### config.mk
export PLATFORM = sky130hd
export DESIGN_NAME = sdft_ctrl
export DESIGN_NICKNAME = d
export VERILOG_FILES = /design/src/hw/rtl/sdft_pkg.sv /design/src/hw/rtl/sdft_ctrl.sv
export VERILOG_INCLUDE_DIRS = /design/src /design/src/hw/rtl
export SDC_FILE = /design/constraint.sdc
export NUM_CORES = 1
export LEC_CHECK = 0
export BUFFER_PORTS_ARGS = -buffer_cell sky130_fd_sc_hd__buf_4
export CAP_MARGIN = 20
export CORE_MARGIN = 2
export CORE_UTILIZATION = 50
export DETAILED_ROUTE_END_ITERATION = 16
export PLACE_DENSITY = 0.89
export SETUP_SLACK_MARGIN = 0.15
export SLEW_MARGIN = 0
export SYNTH_ARGS = -nofsm -noshare
export SYNTH_HDL_FRONTEND = slang
export SYNTH_SLANG_ARGS = --single-unit
export TNS_END_PERCENT = 20
### constraint.sdc
create_clock -name clk -period 3.72 [get_ports clk]
set_clock_uncertainty 0.2 [all_clocks]
set_input_delay 0.186 -clock clk [delete_from_list [all_inputs] [get_ports clk]]
set_output_delay 0.186 -clock clk [all_outputs]
set_load 0.05 [all_outputs]
### src/hw/rtl/sliding_dft_phasor_estimator_core_macros.svh
// assertion macros shared by the phasor estimator rtl
`ifndef SLIDING_DFT_PHASOR_ESTIMATOR_CORE_MACROS_SVH
`define SLIDING_DFT_PHASOR_ESTIMATOR_CORE_MACROS_SVH

`ifndef NO_ASSERTIONS

// clocked check, held off while reset is asserted
`define SDFT_ASSERT(lbl, clk, rstn, prop, msg) \
  lbl: assert property (@(posedge clk) disable iff (!rstn) prop) else $error(msg);

// clocked check that also holds during reset
`define SDFT_ASSERT_ALWAYS(lbl, clk, prop, msg) \
  lbl: assert property (@(posedge clk) prop) else $error(msg);

`else

`define SDFT_ASSERT(lbl, clk, rstn, prop, msg)
`define SDFT_ASSERT_ALWAYS(lbl, clk, prop, msg)

`endif

`endif

### src/hw/rtl/sdft_pkg.sv
`timescale 1ns / 1ps
`default_nettype none

package sdft_pkg;

  localparam int WINDOW_LEN_DEF   = 40;
  localparam int DECIMATION_DEF   = 2;
  localparam int CORDIC_STEPS_DEF = 16;

  localparam int SAMPLE_W   = 16;
  localparam int COEF_W     = 16;
  localparam int NUM_TAPS   = 4;
  localparam int TAP_IDX_W  = 2;
  localparam int CFG_ADDR_W = 2;
  localparam int ACC_W      = 34;
  localparam int FILT_W     = 18;
  localparam int DIFF_W     = 19;
  localparam int TW_W       = 17;
  localparam int PROD_W     = DIFF_W + TW_W;
  localparam int MAG_W      = 16;
  localparam int ANG_W      = 15;
  localparam int CNT_W      = 5;
  localparam int ZW         = 35;
  localparam int ATAN_W     = 32;
  localparam int MAG_SPLIT  = 21;
  localparam int ANG_SHIFT  = 23;

  // register indexes
  localparam logic [CFG_ADDR_W-1:0] REG_TAP0 = 2'd0;
  localparam logic [CFG_ADDR_W-1:0] REG_TAP1 = 2'd1;
  localparam logic [CFG_ADDR_W-1:0] REG_TAP2 = 2'd2;
  localparam logic [CFG_ADDR_W-1:0] REG_TAP3 = 2'd3;

  localparam logic signed [COEF_W-1:0] TAP0_RST = 16'sd0;
  localparam logic signed [COEF_W-1:0] TAP1_RST = 16'sd20025;
  localparam logic signed [COEF_W-1:0] TAP2_RST = 16'sd12743;
  localparam logic signed [COEF_W-1:0] TAP3_RST = 16'sd0;

  localparam logic [31:0] INV_GAIN_Q30 = 32'd652032874;
  localparam logic [15:0] INV_GAIN_Q16 = 16'd39797;
  // 23040 = 45 * 512, the 512 folds into the final shift
  localparam logic [5:0]  ANG_SCALE    = 6'd45;

  // angles in 2^-32 turn
  localparam logic signed [ZW-1:0] Z_QUARTER = 35'sh040000000;
  localparam logic signed [ZW-1:0] Z_HALF    = 35'sh080000000;
  localparam logic signed [ZW-1:0] Z_FULL    = 35'sh100000000;

  function automatic logic [ATAN_W-1:0] atan_turn(input logic [CNT_W-1:0] i);
    logic [ATAN_W-1:0] v;
    case (i)
      5'd0:  v = 32'h20000000;
      5'd1:  v = 32'h12E4051E;
      5'd2:  v = 32'h09FB385B;
      5'd3:  v = 32'h051111D4;
      5'd4:  v = 32'h028B0D43;
      5'd5:  v = 32'h0145D7E1;
      5'd6:  v = 32'h00A2F61E;
      5'd7:  v = 32'h00517C55;
      5'd8:  v = 32'h0028BE53;
      5'd9:  v = 32'h00145F2F;
      5'd10: v = 32'h000A2F98;
      5'd11: v = 32'h000517CC;
      5'd12: v = 32'h00028BE6;
      5'd13: v = 32'h000145F3;
      5'd14: v = 32'h0000A2F9;
      5'd15: v = 32'h0000517C;
      5'd16: v = 32'h000028BE;
      5'd17: v = 32'h0000145F;
      5'd18: v = 32'h00000A2F;
      5'd19: v = 32'h00000517;
      5'd20: v = 32'h0000028B;
      5'd21: v = 32'h00000145;
      5'd22: v = 32'h000000A2;
      5'd23: v = 32'h00000051;
      default: v = '0;
    endcase
    return v;
  endfunction

  typedef struct packed {
    logic             load_in;
    logic             mac;
    logic             filt;
    logic             rot_step;
    logic             twid_fin;
    logic             mul_re;
    logic             mul_im;
    logic             commit;
    logic             vec_init;
    logic             vec_step;
    logic             mag_a;
    logic             mag_b;
    logic             div_step;
    logic             out_load;
    logic [CNT_W-1:0] cnt;
  } sdft_cmd_t;

  typedef struct packed {
    logic keep;
    logic out_free;
  } sdft_sts_t;

endpackage

`default_nettype wire

### src/hw/rtl/sdft_ctrl.sv
`timescale 1ns / 1ps
`default_nettype none
`include "sliding_dft_phasor_estimator_core_macros.svh"

module sdft_ctrl #(
  parameter int CORDIC_STEPS = sdft_pkg::CORDIC_STEPS_DEF
) (
  input  logic                clk,
  input  logic                rst_n,
  input  logic                in_tvalid,
  output logic                in_tready,
  input  sdft_pkg::sdft_sts_t sts,
  output sdft_pkg::sdft_cmd_t cmd
);

  import sdft_pkg::*;

  localparam logic [3:0] S_IDLE = 4'd0;
  localparam logic [3:0] S_MAC  = 4'd1;
  localparam logic [3:0] S_FILT = 4'd2;
  localparam logic [3:0] S_ROT  = 4'd3;
  localparam logic [3:0] S_TWF  = 4'd4;
  localparam logic [3:0] S_MRE  = 4'd5;
  localparam logic [3:0] S_MIM  = 4'd6;
  localparam logic [3:0] S_CMT  = 4'd7;
  localparam logic [3:0] S_VIN  = 4'd8;
  localparam logic [3:0] S_VEC  = 4'd9;
  localparam logic [3:0] S_MAGA = 4'd10;
  localparam logic [3:0] S_MAGB = 4'd11;
  localparam logic [3:0] S_DIV  = 4'd12;
  localparam logic [3:0] S_OUT  = 4'd13;

  localparam logic [CNT_W-1:0] MAC_LAST  = CNT_W'(NUM_TAPS - 1);
  localparam logic [CNT_W-1:0] STEP_LAST = CNT_W'(CORDIC_STEPS - 1);
  // reciprocal estimate, then one correction
  localparam logic [CNT_W-1:0] DIV_LAST  = CNT_W'(1);

  logic [3:0]       st_r, st_nxt;
  logic [CNT_W-1:0] cnt_r, cnt_nxt;

  always_comb begin
    st_nxt  = st_r;
    cnt_nxt = '0;
    cmd     = '0;
    cmd.cnt = cnt_r;
    unique case (st_r)
      S_IDLE: begin
        if (in_tvalid) begin
          cmd.load_in = 1'b1;
          st_nxt      = S_MAC;
        end
      end
      S_MAC: begin
        cmd.mac = 1'b1;
        if (cnt_r == MAC_LAST) st_nxt = S_FILT;
        else cnt_nxt = cnt_r + CNT_W'(1);
      end
      S_FILT: begin
        cmd.filt = 1'b1;
        st_nxt   = sts.keep ? S_ROT : S_IDLE;
      end
      S_ROT: begin
        cmd.rot_step = 1'b1;
        if (cnt_r == STEP_LAST) st_nxt = S_TWF;
        else cnt_nxt = cnt_r + CNT_W'(1);
      end
      S_TWF: begin
        cmd.twid_fin = 1'b1;
        st_nxt       = S_MRE;
      end
      S_MRE: begin
        cmd.mul_re = 1'b1;
        st_nxt     = S_MIM;
      end
      S_MIM: begin
        cmd.mul_im = 1'b1;
        st_nxt     = S_CMT;
      end
      S_CMT: begin
        cmd.commit = 1'b1;
        st_nxt     = S_VIN;
      end
      S_VIN: begin
        cmd.vec_init = 1'b1;
        st_nxt       = S_VEC;
      end
      S_VEC: begin
        cmd.vec_step = 1'b1;
        if (cnt_r == STEP_LAST) st_nxt = S_MAGA;
        else cnt_nxt = cnt_r + CNT_W'(1);
      end
      S_MAGA: begin
        cmd.mag_a = 1'b1;
        st_nxt    = S_MAGB;
      end
      S_MAGB: begin
        cmd.mag_b = 1'b1;
        st_nxt    = S_DIV;
      end
      S_DIV: begin
        cmd.div_step = 1'b1;
        if (cnt_r == DIV_LAST) st_nxt = S_OUT;
        else cnt_nxt = cnt_r + CNT_W'(1);
      end
      S_OUT: begin
        if (sts.out_free) begin
          cmd.out_load = 1'b1;
          st_nxt       = S_IDLE;
        end
      end
      default: st_nxt = S_IDLE;
    endcase
  end

  always_ff @(posedge clk) begin
    if (!rst_n) begin
      st_r  <= S_IDLE;
      cnt_r <= '0;
    end else begin
      st_r  <= st_nxt;
      cnt_r <= cnt_nxt;
    end
  end

  assign in_tready = rst_n && (st_r == S_IDLE);

  `SDFT_ASSERT(a_accept_starts_mac, clk, rst_n, (st_r == S_IDLE && in_tvalid) |=> (st_r == S_MAC), "accepted sample did not start the filter")
  `SDFT_ASSERT(a_load_needs_room, clk, rst_n, cmd.out_load |-> sts.out_free, "result loaded over a waiting result")
  `SDFT_ASSERT(a_out_wait_holds, clk, rst_n, (st_r == S_OUT && !sts.out_free) |=> (st_r == S_OUT), "result dropped while output stalled")

endmodule

`default_nettype wire

======== Yosys cells after proc, flatten, opt, wreduce, memory -nomap -nowiden ========
Index checks and enable logic that the tools add are counted.
word-level totals
  bits in latches ......................... 0
  memories ................................ 0
  bits in registers ....................... 9
  memory bits (read-only) ................. 0
  output and inout bits ................... 20
  memory bits (writable) .................. 0
cells by class
  shift operators ......................... 0
  order comparisons ....................... 0
  $mul .................................... 0
  mux-type cells .......................... 28
  reductions and logical operators ........ 4
  divide/modulo/power cells ............... 0
  $add $sub $neg .......................... 1
  bitwise operators ....................... 0
  eq/ne operators ......................... 22
operator list
  operator                                        count
  one-hot mux 4 bit (14 select lines)             1
  == test 4 bit (second input constant)           6
  two-way mux 4 bit                               6
  == test 4 x 3 -> 1 bit (second input constant)  4
  two-way mux 1 bit                               16
  two-way mux 5 bit                               3
  one-hot mux 5 bit (3 select lines)              1
  inequality test 2 bit (second input constant)   6
  == test 4 x 2 -> 1 bit (second input constant)  2
  AND reduction 6 bit                             1
  adder 5 x 1 -> 5 bit (second input constant)    1
  == test 5 x 1 -> 1 bit (second input constant)  1
  == test 5 x 2 -> 1 bit (second input constant)  1
  == test 5 x 4 -> 1 bit (second input constant)  1
  == test 4 x 1 -> 1 bit (second input constant)  1
  zero test 4 bit                                 1
  two-way mux 2 bit                               1
  OR reduction 2 bit                              1
  logical AND 1 bit                               1

======== Logic depth before layout (Yosys ltp) ========
Gate-level depths: netlist (run 1).
  depth in word-level cells ............... 3
  mapped depth ............................ 7
  depth with buffers taken out ............ 7

======== Worst setup path before layout (run 1) ========
No wires, ideal clock.
  path kind ............................... register to register
  from .................................... reg cnt_r[0]
  to ...................................... reg st_r[0]
  required time ........................... 3.448 ns
  arrival time ............................ 2.235 ns
  stages on the path, launching flop included .. 6
  setup time .............................. 0.072 ns
  path slack .............................. 1.214 ns
  clock period less this slack ............ 2.506 ns
  cells stage by stage .................... dfxtp_1 ha_1 or4b_1 a32o_2 nor3_1 mux2i_1
on the way
  cells in the longest elaborated chain, start to end .. 3
  elaborated cells between the ends (all ways) .. 8
  classes of those cells .................. 7 x eq/ne; 1 x reduce/logical
ends and longest elaborated chain
  element                                               line              text
  start, declared                                       sdft_ctrl.sv:39   logic [CNT_W-1:0] cnt_r, cnt_nxt;
  start signal, assigned                                sdft_ctrl.sv:121  cnt_r <= cnt_nxt;
  == test 5 x 1 -> 1 bit, or another cell as far along  sdft_ctrl.sv:102  if (cnt_r == DIV_LAST) st_nxt = S_OUT;
  inequality test 2 bit (no source line)                n/a
  AND reduction 6 bit (no source line) (*)              n/a
  end signal, assigned                                  sdft_ctrl.sv:120  st_r <= st_nxt;
  end, declared                                         sdft_ctrl.sv:38   logic [3:0] st_r, st_nxt;
Mark *: on every way between the ends. The rest lies on a longest branch, timed or not.
A chain may end at the register's enable or synchronous reset.

======== Worst setup path after layout (run 1) ========
  from .................................... reg cnt_r[0]
  to ...................................... reg st_r[1]
Same word-level chain as after synthesis.

==> run metrics, run 1 <==
outcome completed; Setup WS pre-CTS 1.39 ns; H-tree depth 1; Slew Viols, Final 0; Clock Tree Buf Depth 2; mux contribution to synthesized area 0.0305; layout cells sized above 1 0.259; Detailed Routing Iterations Pass 1 4; TritonCTS clock tree yes; final setup fails 0; drc violations 0; #FFs+latches synth 9; Clk pin slew, worst setup/hold paths 0.06 ns; Fill cells 102; sequential share of the synthesized area 0.275; setup TNS 0 ns; synthesized area 656 sq um; number of hold buffers added after CTS 0; DIE AREA 1620 sq um; Pwr Total 0.461 mW; synth cell count leaders nor2_1 (15), dfxtp_1 (9), nor3_1 (7); final hold slack 0.0285 ns; max_cap viols 0; min-delay src rst_n; hpwl dp 1250 um; FF-to-FF Start cnt_r[0]; Setup Fix Bufs, Post-CTS 0; I/O pin total 25; Skew-Pair Late Insertion Delay 0.25 ns; Post-Syn Area per Cell 7.45 sq um; vias in the first global route 552; WS Path Type reg -> reg; synthesized net count 97; simple-gate share of the synthesized area 0.384; period utilisation layout 0.626; gp weighted congestion 0.812; Worst setup EP type flip-flop; Final Worst Setup Slack 1.39 ns; top-count cell post-synth nor2_1; R2R Setup Slk 1.39 ns; Post-Syn Instances 88; # port buffers 24; Root Buffer clkbuf_4; Ant. Diodes 0; largest net degree at the start of global routing 17; M2 GR Usage 0.351; initial DRC count 30; Overall Global Routing Usage 0.225; nets 122; via count 705; Cells after DPL 123; Tmin final 2.33 ns; startpoint types flip-flop; Die Y 40.2 um; RSZ-0062 raised after global routing false; Area Overhead vs Synth 31.5%; largest fanout on the critical path 5; fmax 430 MHz; RR Endpoint st_r[1]; Synth Flop Type dfxtp_1; wire per inst 12.8 um; worst relative slew slack 0.667; final hold violation count 0; Least-Margin Pin Slew 0.498 ns; Hold EP cnt_r[4]; Synth Area in Compound Gates 0.132; LEAKAGE 0.394 nW; post-synth top area cell dfxtp_1; GRT met3 Usage 0.0556; largest family of logic cells by synthesized area simple AND/OR/NAND/NOR gates; critical path data required time 3.70 ns; met1 usage 0.295; ys async rst share 0; grt ovf 0; Worst R2R Path Depth 5; Layout Cells excl Fill 127; initial antenna violation count 0; Rows 13; Horiz. Die Dim 40.2 um; number of flops mapped to enable cells by yosys 0; Crit path arrival time 2.31 ns; post-CTS sizing 0; cts bufs inserted 3; Synth Area in Adders 0.0763; largest cells by area after synthesis dfxtp_1 (27%), nor2_1 (8.6%), ha_1 (7.6%), nor3_1 (5.3%), nand2b_1 (4.8%); count of cell types in the netlist 30; hold path cells 3; Synth top area share 0.275; Initial Util 0.517; first-pass GRT wire length 2420 um; Hold Path Class in -> reg; register area 180 sq um; area of the multi-input gates 434 sq um; WL final 1630 um; warnings from Yosys 0; Most Crowded Layer GR met2; Synth Area in XOR/XNOR 0.0401; Via density 5.55; CTS Sinks 9; Core Area 1270 sq um; pwr/cell area 535 nW/um^2; maximum vdd drop 0.492 mV; DRT antenna net count 0
## flip-flops by register name (all words and copies together), names as in the netlist
name / cells
st_r: 4
cnt_r: 5
## cell usage in the layout, fill, tap and decap left out, drive strengths merged, types with 2 or more instances in the layout
master / netlist / layout
clkbuf: 3 / 4
o21ai: 2 / 2
nor3: 7 / 7
ha: 4 / 4
nand3: 3 / 3
dfxtp: 9 / 9
mux2i: 2 / 2
and3: 2 / 2
buf: 1 / 24
inv: 6 / 6
or4b: 2 / 2
nand2: 5 / 5
nor2: 15 / 15
or4: 2 / 2
nand2b: 5 / 5
xnor2: 2 / 2
a21oi: 5 / 5
## final cells by class
type | instances | share of cell area
multi-input cells | 69 | 0.504
well taps | 15 | 0.0218
flip-flops and latches | 9 | 0.209
inverters | 6 | 0.0261
clock buffers | 4 | 0.0305
repair buffers | 24 | 0.209
## through the flow
step	cell area, sq um	util
after floorplan	656	-
after CTS	862	0.679
after global routing	862	0.679
final	862	0.679
after detailed placement	836	0.659
after global placement	836	0.659
## report_power, final
part           total [mW]  internal [mW]  switching (mW)
Sequential          0.149          0.108          0.0404
Clock              0.0735         0.0412          0.0323
Combinational       0.239         0.0878           0.151
## cells by family after synthesis
| group | Yosys count |
|---|---|
| AOI/OAI and AO/OA | 13 |
| xor gates and xnor gates | 3 |
| adders and majority gates | 4 |
| buffers and inverters | 10 |
| DFF | 9 |
| muxes | 2 |
| and+or+nand+nor | 47 |
## worst max-delay path by stage
stage | from | endpoint | slack [ns] | depth (start not counted)
after global placement | cnt_r[0] | st_r[1] | 1.54 | 5
after CTS | cnt_r[0] | st_r[1] | 1.39 | 5
final | cnt_r[0] | st_r[1] | 1.39 | 5
after global routing | cnt_r[0] | st_r[1] | 1.26 | 5
after floorplan | cnt_r[0] | st_r[0] | 1.21 | 5
after detailed placement | cnt_r[0] | st_r[1] | 1.39 | 5
## worst max-delay path, cell delays in order (launching register included)
cell and delay, ns:
dfxtp_1 0.39, ha_1 0.25, or4b_1 0.46, a32o_2 0.31, nor3_1 0.41, mux2i_1 0.24
## metal layers
metal / up-vias / share of wire
li1: 358 / -
met4: 0 / 0.017
met5: - / 0
met2: 20 / 0.51
met3: 4 / 0.044
met1: 323 / 0.43
Power figures use the tool's default switching activity.
==> run 2, diff against run 1 <==
--- a/config.mk
+++ b/config.mk
@@ -9,9 +9,9 @@
 export BUFFER_PORTS_ARGS = -buffer_cell sky130_fd_sc_hd__buf_4
 export CAP_MARGIN = 20
 export CORE_MARGIN = 2
-export CORE_UTILIZATION = 50
+export CORE_UTILIZATION = 46
 export DETAILED_ROUTE_END_ITERATION = 16
-export PLACE_DENSITY = 0.89
+export PLACE_DENSITY = 0.84
 export SETUP_SLACK_MARGIN = 0.15
 export SLEW_MARGIN = 0
 export SYNTH_ARGS = -nofsm -noshare
==> constraint.sdc (replaced) <==
create_clock -name clk -period 2.3 [get_ports clk]
set_clock_uncertainty 0.2 [all_clocks]
set_input_delay 0.115 -clock clk [delete_from_list [all_inputs] [get_ports clk]]
set_output_delay 0.115 -clock clk [all_outputs]
set_load 0.05 [all_outputs]
==> run 2 against run 1 <==
  * Cell count up 3.1%
  * Critical endpoint is now st_r[2]
  * Critical path type unchanged
  * Highest routed layer unchanged
  * Clock power up 66%
  * Register-to-register slack got worse by 1.2 ns
==> run metrics, run 2 (synthesis results as in run 1) <==
outcome completed (unchanged); initial DRC count 16 (was 30); largest net degree at the start of global routing 17 (unchanged); Setup WS pre-CTS 0.180 ns (was 1.39 ns); LEAKAGE 0.418 nW (was 0.394 nW); Slew Viols, Final 0 (unchanged); Crit-path slowest cell or4_1 (was or4b_1); I/O pin total 25 (unchanged); period utilisation layout 0.926 (was 0.626); vias in the first global route 622 (was 552); wire per inst 12.8 um (about the same); commonest non-fill, non-tap cell in the layout buf_4 (unchanged); Tmin final 2.13 ns (was 2.33 ns); hpwl dp 1280 um (was 1250 um); startpoint types flip-flop (unchanged); Least-Margin Pin Slew 0.500 ns (was 0.498 ns); Rows 13 (unchanged); pwr/cell area 859 nW/um^2 (was 535 nW/um^2); critical path buffer and inverter count 0 (unchanged); worst relative slew slack 0.664 (was 0.667); Final Worst Setup Slack 0.169 ns (was 1.39 ns); final hold slack 0.0745 ns (was 0.0285 ns); fmax 469 MHz (was 430 MHz); first-pass GRT wire length 2710 um (was 2420 um); Hold Path Class in -> reg (unchanged); initial antenna violation count 0 (unchanged); layout cells sized above 1 0.319 (was 0.259); Clock power frac 0.153 (was 0.159); nets 126 (was 122); Root Buffer clkbuf_4 (unchanged); Area Overhead vs Synth 42.0% (was 31.5%); Horiz. Die Dim 41.8 um (was 40.2 um); CTS Sinks 9 (unchanged); max_cap viols 0 (unchanged); max reg flops 5 (unchanged); Skew-Pair Late Insertion Delay 0.25 ns (about the same); Int Power 0.414 mW (was 0.237 mW); critical path, cell by cell ha_4 -> or4b_1 -> a32o_2 -> or4_1 -> a21oi_1 (was ha_1 -> or4b_1 -> a32o_2 -> nor3_1 -> mux2i_1); H-tree depth 1 (unchanged); Fill cells 114 (was 102); biggest regs cnt_r: 5 flops, st_r: 4 flops (unchanged); # port buffers 24 (unchanged); WL final 1680 um (was 1630 um); Reg with most FFs cnt_r (unchanged); drc violations 0 (unchanged); Initial Util 0.498 (was 0.517); Via density 5.47 (was 5.55); TritonCTS clock tree yes (unchanged); Ant. Diodes 0 (unchanged); WS Path Type reg -> reg (unchanged); largest fanout on the critical path 5 (unchanged); DIE AREA 1740 sq um (was 1620 sq um); post-route design area 931 sq um (was 862 sq um); Clk pin slew, worst setup/hold paths 0.06 ns (about the same); Detailed Routing Iterations Pass 1 4 (unchanged); Core Area 1320 sq um (was 1270 sq um); via count 717 (was 705); cts bufs inserted 3 (unchanged); Worst path max stage delay 0.47 ns (was 0.46 ns); grt ovf 0 (unchanged); commonest non-fill, non-tap cells in the layout buf_4 (27), nor2_1 (15), dfxtp_1 (7), inv_1 (6) (was buf_4 (24), nor2_1 (15), dfxtp_1 (9), nor3_1 (7), inv_1 (6)); Overall Global Routing Usage 0.196 (was 0.225); Die Y 41.8 um (was 40.2 um); final hold violation count 0 (unchanged); CP delay by family, top simple AND/OR/NAND/NOR gates (unchanged); DRT antenna net count 0 (unchanged); Clock Tree Buf Depth 2 (unchanged); Flop pwr share 0.254 (was 0.323); final setup fails 0 (unchanged); maximum vdd drop 0.467 mV (was 0.492 mV); setup TNS 0 ns (unchanged); Net Switching 0.386 mW (was 0.223 mW); Crit path arrival time 2.12 ns (was 2.31 ns); critical path data required time 2.29 ns (was 3.70 ns); Worst setup EP type flip-flop (unchanged); Sw Ratio 0.483 (was 0.485); Logic pwr share 0.593 (was 0.518); gp weighted congestion 0.808 (was 0.812); Placed Area 888 sq um (was 836 sq um); Setup Fix Bufs, Post-CTS 0 (unchanged); post-layout util 0.707 (was 0.679); RSZ-0062 raised after global routing true (was false)
-- run 2: per-layer routing --
layer	global-route usage	vias to the layer above	wire length, um
met1	0.224	316	681
met4	0.0774	0	5
met5	0	-	0
met3	0.0304	2	115
met2	0.356	30	873
li1	-	369	-
-- run 2: tightest hold or removal path, cell delays in order --
cell and delay, ns:
buf_4 0.10, a21oi_1 0.06, o211ai_1 0.15, a21oi_1 0.07
-- run 2: power groups by stage --
stage / clock (mW) / sequential, mW / combinational (mW)
2_1_floorplan: 0 / 0.210 / 0.331
3_3_place_gp: 0 / 0.205 / 0.447
3_5_place_dp: 0 / 0.207 / 0.458
4_1_cts: 0.128 / 0.203 / 0.460
5_1_grt: 0.138 / 0.208 / 0.506
6_report: 0.122 / 0.203 / 0.474
-- run 2: repair_timing --
action / 4_1_cts / 5_1_grt
endpoints found under the hold margin: 5 / 0
gates resized for setup: 0 / 1
setup endpoints to repair: 0 / 2
hold buffers: 1 / 0
-- run 2: path summary, 6_finish.rpt --
kind         depth (start not counted)     start  slack, ns  endpoint
min reg2reg                          1  cnt_r[0]       0.27  cnt_r[0]
max reg2reg                          5  cnt_r[0]       0.17   st_r[2]
min                                  4    sts[0]       0.07   st_r[2]
max                                  5  cnt_r[0]       0.17   st_r[2]
-- run 2: metrics by stage --
step,cells,power (mW)
after global placement,126,0.652
after floorplan,88,0.541
after global routing,131,0.852
after detailed placement,126,0.664
final,131,0.800
after CTS,131,0.791
-- run 2: final cells by class --
type	count	area (sq um)	area share
well taps	15	18.8	0.0202
repair buffers	28	213	0.228
flip-flops and latches	9	188	0.202
inverters	6	22.5	0.0242
clock buffers	4	26.3	0.0282
multi-input cells	69	463	0.497
